File: config.mk
export PLATFORM = sky130hd
export DESIGN_NAME = ctp_sqrt_cell
export DESIGN_NICKNAME = d
export VERILOG_FILES = /design/src/rtl/circle_through_three_points_defines.svh /design/src/rtl/ctp_sqrt_cell.sv
export SDC_FILE = /design/constraint.sdc
export NUM_CORES = 1
export LEC_CHECK = 0
export BUFFER_PORTS_ARGS = -buffer_cell sky130_fd_sc_hd__buf_2
export CAP_MARGIN = 20
export CORE_ASPECT_RATIO = 0.75
export CORE_MARGIN = 10
export CORE_UTILIZATION = 52
export CTS_CLUSTER_DIAMETER = 30
export DETAILED_ROUTE_END_ITERATION = 8
export HOLD_SLACK_MARGIN = 0.02
export PLACE_DENSITY = 0.87
export SYNTH_ARGS = -nofsm -noshare
export SYNTH_HDL_FRONTEND = slang
export SYNTH_SLANG_ARGS = --single-unit
File: constraint.sdc
create_clock -name i_clk -period 8.9 [get_ports i_clk]
set_clock_uncertainty 0.2 [all_clocks]
set_input_delay 1.78 -clock i_clk [delete_from_list [all_inputs] [get_ports i_clk]]
set_output_delay 1.78 -clock i_clk [all_outputs]
set_load 0.01 [all_outputs]
File: src/rtl/circle_through_three_points_defines.svh
// Assertion macros for the circle-through-three-points block.
// Included by the top level; depends on i_clk and i_rst_n in scope.
`ifndef CIRCLE_THROUGH_THREE_POINTS_DEFINES_SVH
`define CIRCLE_THROUGH_THREE_POINTS_DEFINES_SVH

// Clocked assertion, masked while reset is low.
`define CTP_ASSERT(lbl, prop, msg) \
    lbl: assert property (@(posedge i_clk) disable iff (!i_rst_n) prop) else $error(msg);

// Clocked assertion that also holds during reset.
`define CTP_ASSERT_ALWAYS(lbl, prop, msg) \
    lbl: assert property (@(posedge i_clk) prop) else $error(msg);

`endif

File: src/rtl/ctp_sqrt_cell.sv
// One digit-by-digit square root cell: produces one root bit per stage.
// Standalone; chained by the top level.
`timescale 1ns / 1ps

module ctp_sqrt_cell #(
    parameter int ROOT_BITS = 25,
    parameter int SIDE_BITS = 1
) (
    input  logic                   i_clk,
    input  logic                   i_rst_n,
    input  logic                   i_en,
    input  logic                   i_valid,
    input  logic [ROOT_BITS:0]     i_rem,
    input  logic [ROOT_BITS-1:0]   i_root,
    input  logic [2*ROOT_BITS-1:0] i_word,
    input  logic [SIDE_BITS-1:0]   i_side,
    output logic                   o_valid,
    output logic [ROOT_BITS:0]     o_rem,
    output logic [ROOT_BITS-1:0]   o_root,
    output logic [2*ROOT_BITS-1:0] o_word,
    output logic [SIDE_BITS-1:0]   o_side
);

    logic                   r_valid;
    logic [ROOT_BITS:0]     r_rem, n_rem;
    logic [ROOT_BITS-1:0]   r_root, n_root;
    logic [2*ROOT_BITS-1:0] r_word, n_word;
    logic [SIDE_BITS-1:0]   r_side;

    logic [ROOT_BITS+1:0]   cur;
    logic [ROOT_BITS+1:0]   trial;
    logic [ROOT_BITS+2:0]   diff;
    logic                   ge;

    // Bring down two radicand bits and test 4*root+1.
    always_comb begin
        cur    = {i_rem[ROOT_BITS-1:0], i_word[2*ROOT_BITS-1 -: 2]};
        trial  = {i_root, 2'b01};
        diff   = {1'b0, cur} - {1'b0, trial};
        ge     = !diff[ROOT_BITS+2];
        n_rem  = ge ? diff[ROOT_BITS:0] : cur[ROOT_BITS:0];
        n_root = {i_root[ROOT_BITS-2:0], ge};
        n_word = {i_word[2*ROOT_BITS-3:0], 2'b00};
    end

    always_ff @(posedge i_clk) begin
        if (!i_rst_n) begin
            r_valid <= 1'b0;
        end else if (i_en) begin
            r_valid <= i_valid;
        end
    end

    always_ff @(posedge i_clk) begin
        if (i_en) begin
            r_rem  <= n_rem;
            r_root <= n_root;
            r_word <= n_word;
            r_side <= i_side;
        end
    end

    assign o_valid = r_valid;
    assign o_rem   = r_rem;
    assign o_root  = r_root;
    assign o_word  = r_word;
    assign o_side  = r_side;

endmodule

Yosys cells after proc, flatten, opt, wreduce, memory -nomap -nowiden
Cells that the tools add are included.
Word-level totals
  register bits: 101
  input bits: 106
  word-level logic and storage cells: 8
Cells by class
  $add $sub $neg: 1
  muxes and demuxes: 1
  reduce and logical (&&, ||, !) cells: 1
Operators with widths (count)
  $sub 27x27->28: 1
  $mux 26: 1
  $logic_not 1->1: 1

Logic depth before layout (Yosys ltp)
  depth after elaboration: 2
  depth in mapped cells: 12
  gate-level depth less buffers: 9

Worst setup path after synthesis
OpenSTA, ideal clock, no wires.
  path type: input port to flip-flop
  from: input i_root[6]
  to: register r_rem[10] (netlist: o_rem[10]), data pin
  setup time: 0.260 ns
  arrival: 3.794 ns
  data required time: 8.440 ns
  setup slack: 4.646 ns
  stages: 11
  buffers on the path: 2
  cells stage by stage: inv_1 ha_1 a21o_1 a31oi_1 o22ai_1 o21ai_2 a21oi_1 a221o_1 buf_6 buf_12 mux2_4
On the way
  longest elaborated chain between the ends: 2
RTL lines
  start, declared: line ctp_sqrt_cell.sv:14  | input logic [ROOT_BITS-1:0] i_root,
  $sub 27x27->28: line ctp_sqrt_cell.sv:39  | diff = {1'b0, cur} - {1'b0, trial};
  $mux 26: line ctp_sqrt_cell.sv:41  | n_rem = ge ? diff[ROOT_BITS:0] : cur[ROOT_BITS:0];
  named net n_rem[10]: line ctp_sqrt_cell.sv:25  | logic [ROOT_BITS:0] r_rem, n_rem;
  end signal, assigned: line ctp_sqrt_cell.sv:56  | r_rem <= n_rem;
  end, declared: line ctp_sqrt_cell.sv:25
The timed path passes the listed nets, and every way through them passes these cells.
A chain may end at the register's enable or synchronous reset.

Worst setup path in the final report
  from: input i_root[6]
  to: register r_rem[6] (netlist: o_rem[6]), data pin
The elaborated chain is that of the path after synthesis.

==> metrics <==
Pre-antenna DRT Iters=5; initial antenna violation count=1; Synth area leader=edfxtp_1; Crit path largest cell delay=0.75 ns; Compound-Gate Fraction of Synth Area=9.559%; fmax=219.1 MHz; vias=3635; vias in the first global route=3694; Placer Congestion=0.8745; Fin. Hold Viols=0; post-route setup TNS=0 ns; multiplexer area fraction after synthesis=7.214%; Synth Area per Inst=13.90 um2; Arrival @ worst endpoint=4.45 ns; root buffer cell=clkbuf_16; hold path startpoint=o_valid; Clock transition at path regs=0.07 ns; Seq/Total Area, Yosys=61.59%; total clock sinks=101; Hold Path Stages=2; Seq cells post-synth=101; GR Util All Layers=19.30%; drt drc=0; core box area=9121 um2; Final Util=69.14%; grt total ovfl=0; initial drt markers=271; Antenna Cells=0; PortBufs=205; P per Cell Area=193.3 nW/um2; io pins=209; status=complete, no violations; CP Cell Sequence=buf_2 > inv_1 > ha_1 > and3_1 > o2111ai_1 > o22ai_1 > o21ai_2 > a21oi_1 > a221o_2 > mux2_2; die area=13770 um2; CTS Hold Bufs=0; Yosys top cell area share=61.18%; CTS HTree Levels=3; Final Slew Violations=0; RR Endpoint=o_valid; row count=30; Die Wd=132.2 um; Num CTS Buffers=9; Hold WC Path Type=flop to flop; area of the mapped netlist=4908 um2; Synth top cells by count=edfxtp_1, inv_1, ha_1, a21oi_1, mux2_4; FF-to-FF Start=o_valid; worst-margin pin slew=0.8571 ns; relative slew slack=42.86%; Tot Pwr=1.219 mW; Yosys cell types=49; crit share post-route=51.28%; starting density of the core=53.81%; CP max FO=27; Die Ht=104.1 um; R2R setup slack=8.05 ns; Post-Synth XOR/XNOR Area=4.282%; Detail Placement HPWL=11.15 mm; Slowest cell on crit path=a221o_2; post-CTS sizing=0; max-cap violation count=0; Post-synth ARST share=0%; ANT nets after route=0; final net count=693; Synth Flop Type=edfxtp_1; WS Path Type=input pin to flop; largest net degree at the start of global routing=70; Synth Area in Adders=6.628%; VDD IR max=0.1456 mV; RSZ-0062 raised after global routing=no; CP startpoint kind=input pin; most numerous cell in the Yosys netlist=edfxtp_1; worst reg-to-reg path cell count=2; TritonCTS clock tree=built; EDFF count, synth=100; Req. time, crit path=8.79 ns; Max Buffers Root-to-Sink=2; first-pass GRT wire length=20.93 mm; minimum clock period=4.564 ns; Mapped Cells=353; Skew-Pair Late Insertion Delay=0.33 ns; drt total wl=13.83 mm; simple-gate share of the synthesized area=6.628%; share of cells above drive strength 1=43.82%; Setup crit end kind=flop; drt wl/cell=19.93 um; largest family of logic cells by synthesized area=compound AO/OA/AOI/OAI gates; WHS=0.3532 ns; Yosys warnings=0; # Post-CTS Setup Buffers=0; synthesis-to-finish area growth=28.47%; synth top area cells=edfxtp_1, ha_1, mux2_4; Leakage=2.879 nW; Worst Hold Path EP=o_valid; endpoints failing setup=0; Vias/cell=5.238
cell usage in the layout, fill, tap and decap left out, types with 3 or more instances in the layout:
cell and instances:
and3_1 3, a21oi_1 19, a211o_1 4, o21a_1 7, o21ai_0 9, clkbuf_16 9
mux2_4 17, inv_1 30, mux2_2 6, edfxtp_1 100, nor3_1 9, xor2_1 11
nor2_1 16, nand3_1 7, buf_2 204, xnor2_1 13, nor2b_1 4, nand2_1 15
a21o_1 7, ha_1 26, and4_1 3
critical path: cells and delay by family:
kind / cells / cell delay, ns
mux: 1 / 0.42
compound gates: 5 / 1.45
fa+ha+maj: 1 / 0.39
buf+inv: 2 / 0.13
simple gates: 1 / 0.27
layout make-up:
| class | instances | area (um2) |
|---|---|---|
| well taps | 128 | 160.2 |
| inverters | 30 | 112.6 |
| multi-input cells | 213 | 1693 |
| fillers | 680 | 2815 |
| flip-flops and latches | 101 | 3023 |
| clock buffers | 10 | 229.0 |
| repair buffers | 206 | 1036 |
| clock inverters | 6 | 52.55 |
per-layer routing:
metal | share of wire, % | vias to the layer above | track usage [%]
li1 | - | 1737 | -
met4 | 1.2 | 2 | 4.624
met2 | 47 | 186 | 32.00
met5 | 0.094 | - | 0
met3 | 11 | 16 | 8.736
met1 | 40 | 1694 | 22.36
power breakdown:
group	internal (mW)	total (mW)	switching [mW]
sequential	0.577	0.588	0.0107
clock	0.194	0.370	0.175
combinational	0.119	0.261	0.142
flip-flops by register name, summed over array words and instances (netlist names):
name     flops
o_rem       26
o_root      25
o_side       1
o_valid      1
o_word      48
stage by stage:
stage	instances	worst slack, ns	cell area [um2]
floorplan	354	4.646	4912
global placement	678	4.028	6025
detailed placement	678	3.986	6025
CTS	694	4.341	6306
global route	694	4.160	6306
finish	694	4.336	6306
worst max-delay path by stage:
stage,from,end,slack [ns],cells past startpoint
detailed placement,i_root[7],o_rem[5],3.99,10
finish,i_root[6],o_rem[6],4.34,10
global placement,i_root[9],o_rem[5],4.03,10
global route,i_rem[2],o_rem[20],4.16,9
CTS,i_root[7],o_rem[5],4.34,10
floorplan,i_root[6],o_rem[10],4.65,11
cell families (layout without fill, tap and decap cells):
family | Yosys count | count (layout)
adders and majority gates | 26 | 26
xor gates and xnor gates | 24 | 24
AOI/OAI and AO/OA | 69 | 69
and+or+nand+nor | 66 | 66
muxes | 26 | 26
other | 1 | 2
buffers and inverters | 40 | 252
DFF | 101 | 101
Power figures use the tool's default switching activity.
