## src/rtl/circle_through_three_points_defines.svh

```systemverilog
// Assertion macros for the circle-through-three-points block.
// Included by the top level; depends on i_clk and i_rst_n in scope.
`ifndef CIRCLE_THROUGH_THREE_POINTS_DEFINES_SVH
`define CIRCLE_THROUGH_THREE_POINTS_DEFINES_SVH

// Clocked assertion, masked while reset is low.
`define CTP_ASSERT(lbl, prop, msg) \
    lbl: assert property (@(posedge i_clk) disable iff (!i_rst_n) prop) else $error(msg);

// Clocked assertion that also holds during reset.
`define CTP_ASSERT_ALWAYS(lbl, prop, msg) \
    lbl: assert property (@(posedge i_clk) prop) else $error(msg);

`endif

```

## src/rtl/ctp_div_cell.sv

```systemverilog
// One restoring-division cell: produces one quotient bit per stage.
// Standalone; chained by the top level.
`timescale 1ns / 1ps

module ctp_div_cell #(
    parameter int DEN_BITS  = 26,
    parameter int QUOT_BITS = 43,
    parameter int SIDE_BITS = 1
) (
    input  logic                 i_clk,
    input  logic                 i_rst_n,
    input  logic                 i_en,
    input  logic                 i_valid,
    input  logic [DEN_BITS-1:0]  i_rem,
    input  logic [QUOT_BITS-1:0] i_word,
    input  logic [DEN_BITS-1:0]  i_den,
    input  logic [SIDE_BITS-1:0] i_side,
    output logic                 o_valid,
    output logic [DEN_BITS-1:0]  o_rem,
    output logic [QUOT_BITS-1:0] o_word,
    output logic [DEN_BITS-1:0]  o_den,
    output logic [SIDE_BITS-1:0] o_side
);

    logic                 r_valid;
    logic [DEN_BITS-1:0]  r_rem, n_rem;
    logic [QUOT_BITS-1:0] r_word, n_word;
    logic [DEN_BITS-1:0]  r_den;
    logic [SIDE_BITS-1:0] r_side;

    logic [DEN_BITS:0]    cur;
    logic [DEN_BITS+1:0]  diff;
    logic                 ge;

    // Shift in the next dividend bit and try a subtract.
    always_comb begin
        cur    = {i_rem, i_word[QUOT_BITS-1]};
        diff   = {1'b0, cur} - {2'b00, i_den};
        ge     = !diff[DEN_BITS+1];
        n_rem  = ge ? diff[DEN_BITS-1:0] : cur[DEN_BITS-1:0];
        n_word = {i_word[QUOT_BITS-2:0], ge};
    end

    always_ff @(posedge i_clk) begin
        if (!i_rst_n) begin
            r_valid <= 1'b0;
        end else if (i_en) begin
            r_valid <= i_valid;
        end
    end

    always_ff @(posedge i_clk) begin
        if (i_en) begin
            r_rem  <= n_rem;
            r_word <= n_word;
            r_den  <= i_den;
            r_side <= i_side;
        end
    end

    assign o_valid = r_valid;
    assign o_rem   = r_rem;
    assign o_word  = r_word;
    assign o_den   = r_den;
    assign o_side  = r_side;

endmodule

```

## config.mk

```make
export PLATFORM = sky130hd
export DESIGN_NAME = ctp_div_cell
export DESIGN_NICKNAME = d
export VERILOG_FILES = /design/src/rtl/circle_through_three_points_defines.svh /design/src/rtl/ctp_div_cell.sv
export SDC_FILE = /design/constraint.sdc
export NUM_CORES = 1
export LEC_CHECK = 0
export BUFFER_PORTS_ARGS = -buffer_cell sky130_fd_sc_hd__buf_2
export CORE_UTILIZATION = 49
export CTS_CLUSTER_DIAMETER = 50
export CTS_CLUSTER_SIZE = 40
export DETAILED_ROUTE_END_ITERATION = 16
export GPL_TIMING_DRIVEN = 0
export PLACE_DENSITY = 0.81
export SYNTH_ARGS = -nofsm -noshare
export SYNTH_HDL_FRONTEND = slang
export SYNTH_SLANG_ARGS = --single-unit
export TNS_END_PERCENT = 10
```

## constraint.sdc

```tcl
create_clock -name i_clk -period 3.02 [get_ports i_clk]
set_clock_uncertainty 0.15 [all_clocks]
set_input_delay 0.604 -clock i_clk [delete_from_list [all_inputs] [get_ports i_clk]]
set_output_delay 0.604 -clock i_clk [all_outputs]
set_load 0.1 [all_outputs]
```

### Yosys cells after proc, flatten, opt, wreduce, memory -nomap -nowiden

Cells that the tools add are included.
W data, S select, Z words.

* register bits: 97
* bits of input ports: 100
* output and inout bits: 97
* word-level logic and storage cells: 8

* add/subtract/negate cells: 1
* multiplexer cells: 1
* reduce and logical (&&, ||, !) cells: 1

Operator list (count)
* $sub A27 B26 Y28: 1
* $mux W26: 1
* $logic_not A1 Y1: 1

### Depth between registers and ports, before layout

* depth in word-level cells: 2
* depth in mapped cells: 12
* depth with buffers taken out: 11

### Worst setup path before layout

Ideal clock, no wire load.

* kind: input to register
* start point: in i_den[17]
* end point: reg r_rem[1], in the netlist o_rem[1] (data pin)
* library setup time: 0.262 ns
* arrival: 2.366 ns
* data required time: 2.608 ns
* path slack: 0.242 ns
* stages: 10
* buffers on the path: 2
* cells stage by stage: inv_1 -> ha_1 -> buf_2 -> nand4_4 -> nor4_4 -> a2111oi_4 -> nand3_2 -> a41oi_2 -> buf_6 -> mux2_1

* cells in the longest elaborated chain, start to end: 2

Ends and longest elaborated chain
* start: declaration: line ctp_div_cell.sv:16 `input logic [DEN_BITS-1:0] i_den,`
* $sub A27 B26 Y28: line ctp_div_cell.sv:38 `diff = {1'b0, cur} - {2'b00, i_den};`
* $mux W26: line ctp_div_cell.sv:40 `n_rem = ge ? diff[DEN_BITS-1:0] : cur[DEN_BITS-1:0];`
* net n_rem[1]: line ctp_div_cell.sv:26 `logic [DEN_BITS-1:0] r_rem, n_rem;`
* end signal: assignment: line ctp_div_cell.sv:54 `r_rem <= n_rem;`
* end: declaration: line ctp_div_cell.sv:26

The timed path passes the listed nets, and every way through them passes these cells.
A chain may end at the register's enable or synchronous reset.

### Worst setup path after layout

* start point: in i_word[42]
* end point: reg r_rem[16], in the netlist o_rem[16] (data pin)

* cells in the longest elaborated chain, start to end: 2

Ends and longest elaborated chain
* start: declaration: line ctp_div_cell.sv:15 `input logic [QUOT_BITS-1:0] i_word,`
* $sub A27 B26 Y28: line ctp_div_cell.sv:38
* $mux W26: line ctp_div_cell.sv:40
* net n_rem[16]: line ctp_div_cell.sv:26

The timed path passes the listed nets, and every way through them passes these cells.

==> metrics <==
Max Clock Freq 352 MHz; CP Launch Type input port; vias in the first global route 3621; initial antenna violation count 0; ys flop type edfxtp_1; asr flop ratio synth 0; Synth cell types 54; worst setup path endpoint o_rem[16]; CTS tree built; Syn Area/Cell 12.5 sq um; total track usage 0.237; synthesis-stage register bit count 97; max cap viols 0; drt pass-1 iters 4; leakage power 0.00279 uW; FF-to-FF End o_valid; Buffers on Ports 196; die extent in y 102 um; Hold Buf Count CTS 0; clk sinks 97; CTS max path bufs 2; fin. max-slew vios 0; number of synthesized flops with an enable pin 96; fin crit period 2840 ps; postcts setup bufs 0; Post-DP Area 6130 sq um; Skew-Pair Late Insertion Delay 380 ps; RD Place Congestion 0.901; worst hold slack 242 ps; status complete, no violations; Arr. time, crit path 2830 ps; Final period util 0.942; core area 9770 sq um; RR Startpoint o_valid; # setup viols final 0; HPWL Detailed 9.58 mm; worst setup path class in -> reg; CP Max Fanout 4; Worst Setup SP i_word[42]; Worst-path clk slew 100 ps; post-DR wirelength/cell 16.8 um; Syn Inst Count 397; Post-Layout Inst Area 6330 sq um; Worst Setup End Kind flop; number of fill cells 815; Warnings, synthesis 0; Fin. Hold Viols 0; most common cell after layout, fill and taps aside buf_2; row count 36; Seq/Total Area, Yosys 0.587; RSZ-0062 raised after global routing no; setup slack, reg-to-reg 2210 ps; DRC Markers 0; maximum vdd drop 0.000461 V; # diodes 0; syn nets 524; WP data required 3010 ps; root buf cell clkbuf_8; first-pass GRT wire length 18.2 mm; largest net degree at the start of global routing 78; die area 10500 sq um; H-Tree Depth 3; DR vias/cell 5.19; setup TNS 0 ps; Overall Power 4230 uW; worst slew pin tran 535 ps; Area Growth Syn to Fin 27.9%; ANT nets after route 0; Netlist Area Pre-Place 4950 sq um; Routed WL 12.5 mm; highest-count cells in the layout ignoring fill and taps 198 x buf_2, 96 x edfxtp_1, 44 x nand2_1; Die W 102 um; relative slew slack 0.640; First DRT Iteration DRCs 129; CTS Buf Count 9; Final Net Count 732; layout cells sized above 1 0.411; Boundary Pins 197; worst hold path type in -> reg; PwrDens 668 nW/um^2; Starting Density 0.506; post-cts resize count 0; GR Overflow Total 0; R2R depth 2; vias 3853
-- sequential cells by signal (all words and copies together), names as in the netlist --
register	count
o_word	43
o_den	26
o_rem	26
o_side	1
o_valid	1
-- kinds of logic (layout without fill, tap and decap cells) --
logic type               after synthesis  in the layout  synth area share
flip-flops                            97             97             0.587
adder cells (fa/ha/maj)               27             27            0.0698
buffers and inverters                 45            258            0.0458
XOR/XNOR                              16             16            0.0283
multiplexers                           6              6            0.0126
AO/OA/AOI/OAI                        108            108             0.158
AND/OR/NAND/NOR                       98             98            0.0986
-- worst min-delay path by stage --
stage,cells past startpoint,from,to
floorplan,0,i_den[0],o_den[0]
global placement,2,o_valid,o_valid
detailed placement,2,o_valid,o_valid
CTS,1,i_word[14],o_word[15]
global route,1,i_word[3],o_word[4]
finish,1,i_word[41],o_word[42]
-- where the power goes --
group | internal [uW] | leakage, uW | total (uW) | switching, uW
Sequential | 1640 | 0.000947 | 1670 | 31.6
Clock | 395 | 0.000104 | 885 | 490
Combinational | 328 | 0.00174 | 1670 | 1340
-- synthesized netlist by cell type, types with 4 or more instances --
| cell type | number | area share |
|---|---|---|
| inv_1 | 33 | 0.025 |
| xnor2_1 | 8 | 0.014 |
| nor2_1 | 21 | 0.016 |
| a211oi_1 | 5 | 0.0076 |
| o21ai_0 | 11 | 0.011 |
| o21ai_2 | 16 | 0.028 |
| mux2i_1 | 4 | 0.0081 |
| edfxtp_1 | 96 | 0.58 |
| o21ai_1 | 5 | 0.0051 |
| ha_1 | 26 | 0.066 |
| xor2_1 | 8 | 0.014 |
| nor3_1 | 8 | 0.0081 |
| nand2_1 | 44 | 0.033 |
| a21o_1 | 6 | 0.0091 |
| o31ai_1 | 4 | 0.0061 |
| a21oi_1 | 29 | 0.029 |
| o21a_1 | 7 | 0.011 |
| nand2b_1 | 7 | 0.0088 |
| buf_6 | 6 | 0.014 |
-- critical path, cell delays in order --
cell      delay, ps
buf_2            90
inv_1            60
ha_1            160
inv_1            50
fa_1            440
a211oi_1        260
o21ai_1         160
o31a_1          310
o21ai_1         240
nand2b_1        150
xnor2_1         230
o21ai_2          60
-- layout make-up --
cell class	instances	area, sq um	share of cell area
sequential	97	2900	0.458
clock buffer	10	128	0.0202
tap	133	166	0.0263
clock inverter	6	77.6	0.0123
timing repair buffer	197	1010	0.160
buffer	12	103	0.0162
inverter	33	124	0.0196
multi-input combinational	255	1820	0.287
-- metrics by stage --
| stage | cells | setup WS, ps | util |
|---|---|---|---|
| after floorplan | 397 | 242 | - |
| after global routing | 743 | 105 | 0.648 |
| final | 743 | 176 | 0.648 |
| after detailed placement | 727 | -177 | 0.627 |
| after global placement | 726 | -139 | 0.624 |
| after CTS | 743 | 229 | 0.648 |
-- layer usage --
layer,global-route usage,wire (um)
met5,0,0
met4,0.0714,187
met3,0.0773,1050
met2,0.422,6240
met1,0.271,4990
No activity file was read; power rests on OpenSTA's default activity.
